File: src/bpse_pkg.sv
// ----------------------------------------------------------------------------
// bpse_pkg
// shared types and constants of the byte pair stream expander
// ----------------------------------------------------------------------------
package bpse_pkg;

  localparam logic [7:0] MAGIC_BYTE     = 8'hC2;
  localparam logic [7:0] PAIR_CODE_MASK = 8'h80;
  localparam logic [7:0] SKIP_HIGH_MASK = 8'h7F;

  localparam int TABLE_BYTES = 256;
  localparam int TAB_AW      = $clog2(TABLE_BYTES);
  localparam int MAX_RESULTS = 64;
  localparam int CNT_W       = $clog2(MAX_RESULTS);

  localparam logic [1:0] STAT_DATA  = 2'd0;
  localparam logic [1:0] STAT_MAGIC = 2'd1;
  localparam logic [1:0] STAT_DEPTH = 2'd2;

  typedef struct packed {
    logic       valid;
    logic [7:0] data;
    logic [1:0] status;
    logic       last;
  } bpse_res_t;

  typedef struct packed {
    logic              en;
    logic [TAB_AW-1:0] base;
  } bpse_rd_t;

  typedef struct packed {
    logic              en;
    logic [TAB_AW-1:0] addr;
    logic [7:0]        data;
  } bpse_wr_t;

  typedef struct packed {
    logic [7:0] left;
    logic [7:0] right;
  } bpse_pair_t;

endpackage

File: src/bpse_in_if.sv
// ----------------------------------------------------------------------------
// bpse_in_if
// compressed byte channel, valid/ready handshake
// ----------------------------------------------------------------------------
interface bpse_in_if;
  logic       valid;
  logic       ready;
  logic [7:0] in_byte;

  modport source (output valid, output in_byte, input ready);
  modport sink (input valid, input in_byte, output ready);
endinterface

File: src/bpse_out_if.sv
// ----------------------------------------------------------------------------
// bpse_out_if
// result channel, valid/ready handshake
// ----------------------------------------------------------------------------
interface bpse_out_if;
  logic       valid;
  logic       ready;
  logic [7:0] out_byte;
  logic [1:0] status;
  logic       last;

  modport source (output valid, output out_byte, output status, output last, input ready);
  modport sink (input valid, input out_byte, input status, input last, output ready);
endinterface

File: src/bpse_table.sv
// ----------------------------------------------------------------------------
// bpse_table
// 256-byte pair table, one write port, paired registered read,
// per-entry valid bits so unloaded entries read as zero
// ----------------------------------------------------------------------------
module bpse_table (
  input  logic                 clk,
  input  logic                 rst_n,
  input  bpse_pkg::bpse_wr_t   wr,
  input  bpse_pkg::bpse_rd_t   rd,
  output bpse_pkg::bpse_pair_t pair
);

  logic [7:0]                      mem [bpse_pkg::TABLE_BYTES];
  logic [bpse_pkg::TABLE_BYTES-1:0] vld_r;
  logic [7:0]                      rd0_r;
  logic [7:0]                      rd1_r;
  logic                            v0_r;
  logic                            v1_r;
  logic [bpse_pkg::TAB_AW-1:0]     addr1;

  assign addr1 = rd.base | bpse_pkg::TAB_AW'(1);

  always_ff @(posedge clk) begin
    if (!rst_n) begin
      vld_r <= '0;
    end else if (wr.en) begin
      vld_r[wr.addr] <= 1'b1;
    end
  end

  always_ff @(posedge clk) begin
    if (wr.en) begin
      mem[wr.addr] <= wr.data;
    end
  end

  always_ff @(posedge clk) begin
    if (rd.en) begin
      rd0_r <= mem[rd.base];
      rd1_r <= mem[addr1];
      v0_r  <= vld_r[rd.base];
      v1_r  <= vld_r[addr1];
    end
  end

  assign pair.left  = v0_r ? rd0_r : 8'h00;
  assign pair.right = v1_r ? rd1_r : 8'h00;

endmodule

File: src/bpse_expand.sv
// ----------------------------------------------------------------------------
// bpse_expand
// stack sequencer that expands one data byte through the pair table,
// left entry first, one leaf or one table fetch per step
// ----------------------------------------------------------------------------
module bpse_expand #(
  parameter int MAX_DEPTH = 6
) (
  input  logic                 clk,
  input  logic                 rst_n,
  input  logic                 start,
  input  logic [7:0]           start_code,
  input  logic                 out_free,
  input  bpse_pkg::bpse_pair_t pair,
  output bpse_pkg::bpse_rd_t   rd,
  output bpse_pkg::bpse_res_t  res,
  output logic                 busy
);

  localparam int LW  = $clog2(MAX_DEPTH + 1);
  localparam int SIW = (MAX_DEPTH > 1) ? $clog2(MAX_DEPTH) : 1;

  localparam logic [1:0] SQ_IDLE  = 2'd0;
  localparam logic [1:0] SQ_CHECK = 2'd1;
  localparam logic [1:0] SQ_FETCH = 2'd2;

  logic [1:0]                 sq_r, sq_nxt;
  logic [7:0]                 code_r, code_nxt;
  logic [LW-1:0]              lvl_r, lvl_nxt;
  logic [LW-1:0]              sp_r, sp_nxt;
  logic [bpse_pkg::CNT_W-1:0] cnt_r, cnt_nxt;

  logic [7:0]    stk_code_r [MAX_DEPTH];
  logic [LW-1:0] stk_lvl_r  [MAX_DEPTH];

  logic          push_en;
  logic [LW-1:0] sp_dec;
  logic [LW-1:0] lvl_inc;
  logic [SIW-1:0] top_idx;
  logic          is_pair;
  logic          at_limit;

  assign sp_dec   = sp_r - LW'(1);
  assign lvl_inc  = lvl_r + LW'(1);
  assign top_idx  = sp_dec[SIW-1:0];
  assign is_pair  = (code_r & bpse_pkg::PAIR_CODE_MASK) != 8'h00;
  assign at_limit = (cnt_r == bpse_pkg::CNT_W'(bpse_pkg::MAX_RESULTS - 1))
                    && (is_pair || sp_r != '0);
  assign busy     = sq_r != SQ_IDLE;

  always_comb begin
    sq_nxt   = sq_r;
    code_nxt = code_r;
    lvl_nxt  = lvl_r;
    sp_nxt   = sp_r;
    cnt_nxt  = cnt_r;
    push_en  = 1'b0;
    rd       = '0;
    res      = '0;
    unique case (sq_r)
      SQ_IDLE: begin
        if (start) begin
          code_nxt = start_code;
          lvl_nxt  = '0;
          sp_nxt   = '0;
          cnt_nxt  = '0;
          sq_nxt   = SQ_CHECK;
        end
      end
      SQ_CHECK: begin
        priority if (at_limit || (is_pair && lvl_r >= LW'(MAX_DEPTH))) begin
          if (out_free) begin
            res.valid  = 1'b1;
            res.status = bpse_pkg::STAT_DEPTH;
            res.last   = 1'b1;
            sq_nxt     = SQ_IDLE;
          end
        end else if (is_pair) begin
          rd.en   = 1'b1;
          rd.base = {code_r[6:0], 1'b0};
          sq_nxt  = SQ_FETCH;
        end else begin
          if (out_free) begin
            res.valid  = 1'b1;
            res.data   = code_r;
            res.status = bpse_pkg::STAT_DATA;
            res.last   = sp_r == '0;
            cnt_nxt    = cnt_r + bpse_pkg::CNT_W'(1);
            if (sp_r == '0) begin
              sq_nxt = SQ_IDLE;
            end else begin
              code_nxt = stk_code_r[top_idx];
              lvl_nxt  = stk_lvl_r[top_idx];
              sp_nxt   = sp_dec;
            end
          end
        end
      end
      SQ_FETCH: begin
        push_en  = 1'b1;
        sp_nxt   = sp_r + LW'(1);
        code_nxt = pair.left;
        lvl_nxt  = lvl_inc;
        sq_nxt   = SQ_CHECK;
      end
      default: begin
        sq_nxt = SQ_IDLE;
      end
    endcase
  end

  always_ff @(posedge clk) begin
    if (!rst_n) begin
      sq_r  <= SQ_IDLE;
      lvl_r <= '0;
      sp_r  <= '0;
      cnt_r <= '0;
    end else begin
      sq_r  <= sq_nxt;
      lvl_r <= lvl_nxt;
      sp_r  <= sp_nxt;
      cnt_r <= cnt_nxt;
    end
  end

  always_ff @(posedge clk) begin
    code_r <= code_nxt;
    if (push_en) begin
      stk_code_r[sp_r[SIW-1:0]] <= pair.right;
      stk_lvl_r[sp_r[SIW-1:0]]  <= lvl_inc;
    end
  end

endmodule

File: src/byte_pair_stream_expander.sv
// ----------------------------------------------------------------------------
// byte_pair_stream_expander
// byte pair compressed stream decoder: header parse, table load, expansion
// ----------------------------------------------------------------------------
// Header, filler and table bytes are taken one per cycle. A data byte is
// accepted, then expanded left entry first: each emitted byte waits for a
// free output register, and each pair code takes a table read, then a
// stack push. The expansion runs through the pair table read port and the
// single stack sequencer; the next input byte is taken once the last result
// of the current one sits in the output register and that register is free
// or being read. A bad magic byte gives one error result, after which input
// is drained and ignored until reset. The table is cleared at reset through
// per-entry valid bits, with no clearing pass.
// ----------------------------------------------------------------------------
module byte_pair_stream_expander #(
  parameter int MAX_DEPTH = 6
) (
  input logic       clk,
  input logic       rst_n,
  bpse_in_if.sink   in_ch,
  bpse_out_if.source out_ch
);

  localparam logic [2:0] PH_MAGIC      = 3'd0;
  localparam logic [2:0] PH_SKIP_LEN   = 3'd1;
  localparam logic [2:0] PH_SKIP_LOW   = 3'd2;
  localparam logic [2:0] PH_SKIPPING   = 3'd3;
  localparam logic [2:0] PH_TABLE_LEN  = 3'd4;
  localparam logic [2:0] PH_TABLE_DATA = 3'd5;
  localparam logic [2:0] PH_DATA       = 3'd6;
  localparam logic [2:0] PH_DEAD       = 3'd7;

  logic [2:0]  phase_r, phase_nxt;
  logic [6:0]  skip_high_r, skip_high_nxt;
  logic [14:0] skip_rem_r, skip_rem_nxt;
  logic [8:0]  tab_rem_r, tab_rem_nxt;
  logic [8:0]  tab_idx_r, tab_idx_nxt;

  logic        out_valid_r;
  logic [7:0]  out_byte_r;
  logic [1:0]  out_status_r;
  logic        out_last_r;

  logic        out_free;
  logic        in_acc;
  logic        magic_err;
  logic        ex_start;
  logic        ex_busy;
  logic [14:0] skip_dec;
  logic [8:0]  tab_dec;
  logic [14:0] skip_full;
  logic [8:0]  tab_len;

  bpse_pkg::bpse_wr_t   tab_wr;
  bpse_pkg::bpse_rd_t   tab_rd;
  bpse_pkg::bpse_pair_t tab_pair;
  bpse_pkg::bpse_res_t  ex_res;

  assign out_free     = !out_valid_r || out_ch.ready;
  assign in_ch.ready  = !ex_busy && out_free;
  assign in_acc       = in_ch.valid && in_ch.ready;
  assign skip_dec     = (skip_rem_r != '0) ? skip_rem_r - 15'd1 : 15'd0;
  assign tab_dec      = (tab_rem_r != '0) ? tab_rem_r - 9'd1 : 9'd0;
  assign skip_full    = {skip_high_r, in_ch.in_byte};
  assign tab_len      = {in_ch.in_byte, 1'b0};
  assign ex_start     = in_acc && phase_r == PH_DATA;

  always_comb begin
    phase_nxt     = phase_r;
    skip_high_nxt = skip_high_r;
    skip_rem_nxt  = skip_rem_r;
    tab_rem_nxt   = tab_rem_r;
    tab_idx_nxt   = tab_idx_r;
    magic_err     = 1'b0;
    tab_wr        = '0;
    if (in_acc) begin
      unique case (phase_r)
        PH_MAGIC: begin
          if (in_ch.in_byte != bpse_pkg::MAGIC_BYTE) begin
            magic_err = 1'b1;
            phase_nxt = PH_DEAD;
          end else begin
            phase_nxt = PH_SKIP_LEN;
          end
        end
        PH_SKIP_LEN: begin
          priority if (in_ch.in_byte == 8'h00) begin
            phase_nxt = PH_TABLE_LEN;
          end else if ((in_ch.in_byte & bpse_pkg::PAIR_CODE_MASK) != 8'h00) begin
            skip_high_nxt = 7'(in_ch.in_byte & bpse_pkg::SKIP_HIGH_MASK);
            phase_nxt     = PH_SKIP_LOW;
          end else begin
            skip_rem_nxt = {7'd0, in_ch.in_byte};
            phase_nxt    = PH_SKIPPING;
          end
        end
        PH_SKIP_LOW: begin
          skip_rem_nxt = skip_full;
          phase_nxt    = (skip_full == '0) ? PH_SKIP_LEN : PH_SKIPPING;
        end
        PH_SKIPPING: begin
          skip_rem_nxt = skip_dec;
          if (skip_dec == '0) begin
            phase_nxt = PH_SKIP_LEN;
          end
        end
        PH_TABLE_LEN: begin
          tab_rem_nxt = tab_len;
          tab_idx_nxt = '0;
          phase_nxt   = (tab_len == '0) ? PH_DATA : PH_TABLE_DATA;
        end
        PH_TABLE_DATA: begin
          tab_wr.en   = !tab_idx_r[8];
          tab_wr.addr = tab_idx_r[7:0];
          tab_wr.data = in_ch.in_byte;
          tab_idx_nxt = tab_idx_r + 9'd1;
          tab_rem_nxt = tab_dec;
          if (tab_dec == '0) begin
            phase_nxt = PH_DATA;
          end
        end
        PH_DATA: begin
        end
        PH_DEAD: begin
        end
        default: begin
        end
      endcase
    end
  end

  always_ff @(posedge clk) begin
    if (!rst_n) begin
      phase_r     <= PH_MAGIC;
      skip_high_r <= '0;
      skip_rem_r  <= '0;
      tab_rem_r   <= '0;
      tab_idx_r   <= '0;
      out_valid_r <= 1'b0;
    end else begin
      phase_r     <= phase_nxt;
      skip_high_r <= skip_high_nxt;
      skip_rem_r  <= skip_rem_nxt;
      tab_rem_r   <= tab_rem_nxt;
      tab_idx_r   <= tab_idx_nxt;
      if (out_free) begin
        out_valid_r <= ex_res.valid || magic_err;
      end
    end
  end

  // output register, loaded from the expander or the bad magic path
  always_ff @(posedge clk) begin
    if (out_free) begin
      if (magic_err) begin
        out_byte_r   <= 8'h00;
        out_status_r <= bpse_pkg::STAT_MAGIC;
        out_last_r   <= 1'b1;
      end else begin
        out_byte_r   <= ex_res.data;
        out_status_r <= ex_res.status;
        out_last_r   <= ex_res.last;
      end
    end
  end

  assign out_ch.valid    = out_valid_r;
  assign out_ch.out_byte = out_byte_r;
  assign out_ch.status   = out_status_r;
  assign out_ch.last     = out_last_r;

  bpse_table u_table (
    .clk   (clk),
    .rst_n (rst_n),
    .wr    (tab_wr),
    .rd    (tab_rd),
    .pair  (tab_pair)
  );

  bpse_expand #(
    .MAX_DEPTH (MAX_DEPTH)
  ) u_expand (
    .clk        (clk),
    .rst_n      (rst_n),
    .start      (ex_start),
    .start_code (in_ch.in_byte),
    .out_free   (out_free),
    .pair       (tab_pair),
    .rd         (tab_rd),
    .res        (ex_res),
    .busy       (ex_busy)
  );

  a_err_payload: assert property (@(posedge clk) disable iff (!rst_n)
    out_ch.valid && out_ch.status != bpse_pkg::STAT_DATA
      |-> out_ch.last && out_ch.out_byte == 8'h00)
    else $error("error result with data or without last");

  a_magic_dead: assert property (@(posedge clk) disable iff (!rst_n)
    out_ch.valid && out_ch.status == bpse_pkg::STAT_MAGIC |-> phase_r == PH_DEAD)
    else $error("bad magic result outside dead phase");

  a_busy_start: assert property (@(posedge clk) disable iff (!rst_n)
    $rose(ex_busy) |-> $past(in_acc) && $past(phase_r) == PH_DATA)
    else $error("expansion started without a data beat");

  a_dead_idle: assert property (@(posedge clk) disable iff (!rst_n)
    phase_r == PH_DEAD |-> !ex_busy)
    else $error("expander busy after bad magic");

endmodule
File: src/flat_wrapper.sv
// flat-port wrapper written by rule: the top's interface ports become plain ports
module byte_pair_stream_expander_flat 
#(
  parameter int MAX_DEPTH = 6
)
  (clk, rst_n, in_ch_valid, in_ch_in_byte, in_ch_ready, out_ch_valid, out_ch_out_byte, out_ch_status, out_ch_last, out_ch_ready);
  bpse_in_if in_ch_i ();
  bpse_out_if out_ch_i ();
  input logic clk;
  input logic rst_n;
  input wire logic [$bits(in_ch_i.valid)-1:0] in_ch_valid;
  input wire logic [$bits(in_ch_i.in_byte)-1:0] in_ch_in_byte;
  output wire logic [$bits(in_ch_i.ready)-1:0] in_ch_ready;
  output wire logic [$bits(out_ch_i.valid)-1:0] out_ch_valid;
  output wire logic [$bits(out_ch_i.out_byte)-1:0] out_ch_out_byte;
  output wire logic [$bits(out_ch_i.status)-1:0] out_ch_status;
  output wire logic [$bits(out_ch_i.last)-1:0] out_ch_last;
  input wire logic [$bits(out_ch_i.ready)-1:0] out_ch_ready;
  assign in_ch_i.valid = in_ch_valid;
  assign in_ch_i.in_byte = in_ch_in_byte;
  assign in_ch_ready = in_ch_i.ready;
  assign out_ch_valid = out_ch_i.valid;
  assign out_ch_out_byte = out_ch_i.out_byte;
  assign out_ch_status = out_ch_i.status;
  assign out_ch_last = out_ch_i.last;
  assign out_ch_i.ready = out_ch_ready;
  byte_pair_stream_expander #(.MAX_DEPTH(MAX_DEPTH)) u_core (.clk(clk), .rst_n(rst_n), .in_ch(in_ch_i), .out_ch(out_ch_i));
endmodule
File: config.mk
export PLATFORM = sky130hd
export DESIGN_NAME = byte_pair_stream_expander_flat
export DESIGN_NICKNAME = d
export VERILOG_FILES = /design/src/bpse_pkg.sv /design/src/bpse_in_if.sv /design/src/bpse_out_if.sv /design/src/bpse_table.sv /design/src/bpse_expand.sv /design/src/byte_pair_stream_expander.sv /design/src/flat_wrapper.sv
export SDC_FILE = /design/constraint.sdc
export NUM_CORES = 2
export LEC_CHECK = 0
export BUFFER_PORTS_ARGS = -buffer_cell sky130_fd_sc_hd__buf_2
export CAP_MARGIN = 5
export CELL_PAD_IN_SITES_DETAIL_PLACEMENT = 0
export CELL_PAD_IN_SITES_GLOBAL_PLACEMENT = 2
export CORE_MARGIN = 2
export CORE_UTILIZATION = 45
export CTS_CLUSTER_DIAMETER = 80
export CTS_CLUSTER_SIZE = 30
export DETAILED_ROUTE_END_ITERATION = 8
export PLACE_DENSITY = 0.84
export SETUP_SLACK_MARGIN = 0.15
export SYNTH_ARGS = -nofsm -noshare
export SYNTH_HDL_FRONTEND = slang
export SYNTH_SLANG_ARGS = --single-unit
File: constraint.sdc
create_clock -name clk -period 9.5 [get_ports clk]
set_clock_uncertainty 0.1 [all_clocks]
set_input_delay 0.95 -clock clk [delete_from_list [all_inputs] [get_ports clk]]
set_output_delay 0.95 -clock clk [all_outputs]
set_load 0.1 [all_outputs]
* After elaboration in Yosys (flattened, before gate mapping)
Memories as Yosys holds them, arrays and structs flattened. A register that Yosys moved wholly into a read port is not among the register bits. Cells that the tools add are included.
Operators by class: bitwise logic cells 4, equality and inequality tests 22, magnitude comparators 5, reductions and logical operators 41, mux-type cells 73, $add $sub $neg 7
Operators with widths (number):
- $or A256 B256 Y256 | 1
- $mux W8 | 8
- $mux W15 | 3
- $mux W3 | 15
- $pmux W15 S3 | 1
- $mux W12 | 3
- $mux W9 | 4
- $pmux W9 S2 | 2
- $mux W17 | 2
- $logic_not A15 Y1 | 2
- $lt A8 B9 Y1 const B | 3
- $mux W6 | 4
- $pmux W8 S3 | 1
- $logic_not A9 Y1 | 2
- $pmux W3 S3 | 2
- $pmux W3 S6 | 1
- $mux W2 | 8
- $reduce_and A4 Y1 | 4
- $reduce_bool A15 Y1 | 1
- $sub A15 B1 Y15 const B | 1
- $mux W1 | 14
- $pmux W6 S2 | 1
- $ne A2 B2 Y1 const B | 5
- $add A9 B1 Y9 const B | 1
- other kinds (38) | 63
Word-level totals: memories kept 3, logic and storage cells 175, flip-flop bits (word level) 335, output and inout port bits 13, bits in writable memories 2114
Memory list:
- u_core.u_table.mem | words 256, width 8, rd ports 2, clocked after Yosys merged registers in 2, wr ports 1, RTL line bpse_table.sv:14 | logic [7:0] mem [bpse_pkg::TABLE_BYTES];
- u_core.u_expand.stk_code_r | words 6, width 8, rd ports 1, clocked after Yosys merged registers in 0, wr ports 1, RTL line bpse_expand.sv:33 | logic [7:0] stk_code_r [MAX_DEPTH];
- u_core.u_expand.stk_lvl_r | words 6, width 3, rd ports 1, clocked after Yosys merged registers in 0, wr ports 1, RTL line bpse_expand.sv:34 | logic [LW-1:0] stk_lvl_r [MAX_DEPTH];

* Longest topological paths before layout
depth in word-level cells 10, depth in mapped cells 16

* Modules after synthesis
From an unflattened synthesis, not the netlist that was laid out.
Unflattened totals: cell total of the unflattened synthesis 5973, area, all modules 101830.2 um^2
Modules (own cells, without submodules):
- bpse_table | cells each 5253, instances 1, sequential area each 67164.4 um^2, area each 94358.0 um^2
- bpse_expand | cells each 322, instances 1, sequential area each 2502.4 um^2, area each 4121.5 um^2
- byte_pair_stream_expander | cells each 398, instances 1, sequential area each 1211.2 um^2, area each 3350.7 um^2

* Worst setup path before layout
No wires, ideal clock.
path type in2reg, from in out_ch_ready, to mem u_core.u_table.mem[0][6] (data pin), stages on the path 7, setup time 875 ps, setup slack 2781 ps, arrival time 5744 ps, buffers on the path 3, cell sequence nand2b_1 > buf_2 > nand3_1 > nor3b_1 > clkbuf_1 > clkbuf_1 > and3_1
RTL lines:
- start, declared | RTL line flat_wrapper.sv:18 | input wire logic [$bits(out_ch_i.ready)-1:0] out_ch_ready;
- end, declared | RTL line bpse_table.sv:14

* Worst setup path in the final report
from reg u_core.u_expand.lvl_r[0], to reg u_core.u_table.rd0_r[1], read port of u_core.u_table.mem (data pin)
On the way: word-level cells in the longest chain between the ends 5
RTL lines:
- start, declared | RTL line bpse_expand.sv:29 | logic [LW-1:0] lvl_r, lvl_nxt;
- start signal, assigned | RTL line bpse_expand.sv:120 | lvl_r <= lvl_nxt;
- $ge A3 B3 Y1 | RTL line bpse_expand.sv:71 | priority if (at_limit || (is_pair && lvl_r >= LW'(MAX_DEPTH))) begin
- $logic_and A1 B1 Y1 | RTL line bpse_expand.sv:71
- $logic_or A1 B1 Y1 | RTL line bpse_expand.sv:71
- $mux W9 | RTL line bpse_expand.sv:71
- $mux W9 | RTL line bpse_expand.sv:60 | unique case (sq_r)
- end, declared | RTL line bpse_table.sv:16 | logic [7:0] rd0_r;
No other way between the ends. A chain may end at the register's enable or synchronous reset.

==> results.py <==
metrics = {
    "cts": {
        "numCtsBuffers": 113,
        "ctsResizeCount": 0,
        "root_buffer": "clkbuf_16",
        "cts_max_level": 3,
        "cts_setup_buffers": 0,
        "clock_path_buffers": 3,
        "clkTransAtPathRegs_ps": 110,
        "cts_hold_buf": 0,
        "insertion_delay_ps": 820,
        "cts_sinks": 2464,
        "cts_tree": "yes",
    },
    "cells_and_area": {
        "area_growth_pct": 7.38,
        "nFillCells": 18400,
        "final_layout_size_suffix_gt1_frac": 0.0912,
        "mostFrequentLayoutCell": "edfxtp_1",
        "layout_common_cells": "edfxtp_1, nand2_1, nor2_1",
        "final_nets": 6705,
    },
    "worst_setup_path": {
        "r2r_start": "u_core.u_expand.lvl_r[0]$_SDFFE_PN0P_",
        "startpoint_type": "register",
        "crit_start": "u_core.u_expand.lvl_r[0]$_SDFFE_PN0P_",
        "endpoint_kind": "register",
        "critical_path_class": "register to register",
        "arrival_ps": 6300,
        "worstPathMaxFanout": 26,
        "crit_required_ps": 9960,
    },
    "die": {
        "dieArea_mm2": 0.222,
        "die_width_um": 471,
        "num_io_pins": 25,
        "start_util": 0.452,
        "num_rows": 171,
        "core_mm2": 0.217,
        "die_y_um": 471,
    },
    "min_path": {
        "min-delay-start": "u_core.u_table.vld_r[135]$_SDFFE_PN0P_",
        "hold_path_class": "register to register",
    },
    "pwr": {
        "p_int_mw": 15.2,
        "seqPwrFrac": 0.548,
        "p_per_area_mw_per_mm2": 204,
        "p_total_mw": 21.5,
        "total_leakage_power_nw": 36.1,
        "swShare": 0.294,
        "pwr-share-comb": 0.161,
        "peakVddDrop_mv": 0.175,
        "power.switching_mw": 6.33,
        "clkPwrFrac": 0.290,
    },
    "detailed_routing": {
        "ant_nets": 0,
        "vias": 62900,
        "dr.pass1.iters": 8,
        "drc_errors": 0,
        "drt-vias-per-instance": 6.52,
        "post_drt_wl_per_cell_um": 34.0,
        "routed_wl_mm": 328,
        "drt_iter0_drc": 9288,
    },
    "grt": {
        "grt_use_total": 0.288,
        "grt_max_degree": 154,
        "antenna_found_initial": 19,
        "grt_pass1_wl_mm": 457,
        "first_global_vias": 59300,
        "grt.overflow.total": 0,
    },
    "placement": {
        "gp_congestion": 0.926,
        "dp_hpwl_mm": 196,
        "port_buffers": 23,
    },
    "synth": {
        "ys_seq_elements": 2464,
        "synth_fp_nets": 6890,
        "yosysWarnings": 0,
        "synth_edf_count": 2150,
        "synth_area_leaders": "edfxtp_1, dfxtp_1, nand2_1",
        "synth_top_area_cell": "edfxtp_1",
        "synth_cell_types": 87,
        "yosysTopAreaCellShare": 0.659,
        "async_reset_ff_frac": 0,
        "syn-instance-count": 6865,
        "ys_seq_area_frac": 0.723,
        "synth_area_mm2": 0.0980,
        "ys.flop_type": "edfxtp_1",
        "avgSynthCellArea_um2": 14.3,
    },
    "sta": {
        "rsz0062_at_grt": "false",
        "fin_crit_ps": 5840,
        "finalCritPeriodShare": 0.615,
        "fin_setup_tns_ps": 0,
        "relSlewSlack": 0.134,
        "setup_viol": 0,
        "worst_slew_pin_slew_ps": 1290,
        "finalHoldViolations": 0,
        "max_freq_mhz": 171,
        "maxSlewViolCount": 0,
    },
    "flow_run": {
        "drv_cap": 0,
    },
    "outcome": {
        "status": "finished, final reports clean",
    },
}
## power groups by stage
stage               logic (mW)  clock network (mW)  registers [mW]
floorplan                 1.89                   0            12.1
global route              3.56                6.62            11.8
finish                    3.47                6.25            11.8
CTS                       3.38                6.26            11.8
global placement          3.37                   0            12.0
detailed placement        3.37                   0            12.0
## routing by layer
layer | GRT usage | part of all wire
met1 | 0.386 | 0.38
met2 | 0.452 | 0.46
met3 | 0.0654 | 0.11
met4 | 0.124 | 0.049
met5 | 0 | 0.00028
## kinds of logic after synthesis
family,synth area share
AOI/OAI and AO/OA,0.105
muxes,0.0631
xor gates and xnor gates,0.00214
DFF,0.723
buffers and inverters,0.0233
adders and majority gates,0.00166
and+or+nand+nor,0.0817
other,0.0000383
## layout make-up
| cell class | instances | area (um2) | share of cell area |
|---|---|---|---|
| Multi-Input combinational cell | 3891 | 25100 | 0.239 |
| Timing Repair Buffer | 181 | 1590 | 0.0151 |
| Inverter | 29 | 113 | 0.00107 |
| Clock inverter | 76 | 985 | 0.00935 |
| Clock buffer | 139 | 3020 | 0.0287 |
| Antenna cell | 9 | 22.5 | 0.000214 |
| Tap cell | 2854 | 3570 | 0.0339 |
| Sequential cell | 2464 | 70800 | 0.673 |
## path summary, 6_finish.rpt
path	endpoint	slack [ps]	cells after the start
setup / recovery	u_core.u_table.rd0_r[1]$_DFFE_PP_	3660	12
hold / removal	u_core.u_table.vld_r[135]$_SDFFE_PN0P_	370	1
setup reg to reg	u_core.u_table.rd0_r[1]$_DFFE_PP_	3660	12
hold reg to reg	u_core.u_table.vld_r[135]$_SDFFE_PN0P_	370	1
## sequential cells by signal (all words and copies together), names as in the netlist, 2 cells and up
register                    flops
u_core.u_expand.code_r          8
u_core.u_expand.sp_r            3
u_core.skip_rem_r              15
u_core.tab_idx_r                9
u_core.out_ch.out_byte          7
u_core.u_expand.stk_code_r     48
u_core.phase_r                  3
u_core.u_expand.cnt_r           6
u_core.u_expand.lvl_r           3
u_core.u_table.vld_r          256
u_core.skip_high_r              7
u_core.u_table.rd1_r            8
u_core.out_ch.status            2
u_core.u_expand.sq_r            2
u_core.tab_rem_r                9
u_core.u_table.rd0_r            8
u_core.u_table.mem           2048
u_core.u_expand.stk_lvl_r      18
## stage by stage
step,cell area [um2],cells,hold slack [ps],worst slack [ps],utilization
floorplan,98000,6865,333,2780,-
global placement,101000,9419,341,3690,0.467
detailed placement,101000,9419,349,3440,0.467
CTS,105000,9634,371,3800,0.485
global route,105000,9637,388,3760,0.485
finish,105000,9643,372,3660,0.485
## worst max-delay path, cell delays in order (launching register included)
cell,delay [ps]
dfxtp_1,400
inv_1,130
ha_1,230
o21ai_1,110
buf_4,290
o211a_2,720
buf_4,640
nand2_1,670
buf_4,480
a2111oi_0,730
o31ai_1,180
a21oi_1,710
a2111oi_0,150
## cell usage after synthesis (all sizes together) (117+ instances only)
cell and instances:
mux2i 304, edfxtp 2150, nand2 851, nor2 492, a21oi 327, dfxtp 314, nand3 216, o21ai 196
buf 278, o221ai 117, o21a 259, clkbuf 203
No activity file was read; power rests on OpenSTA's default activity.
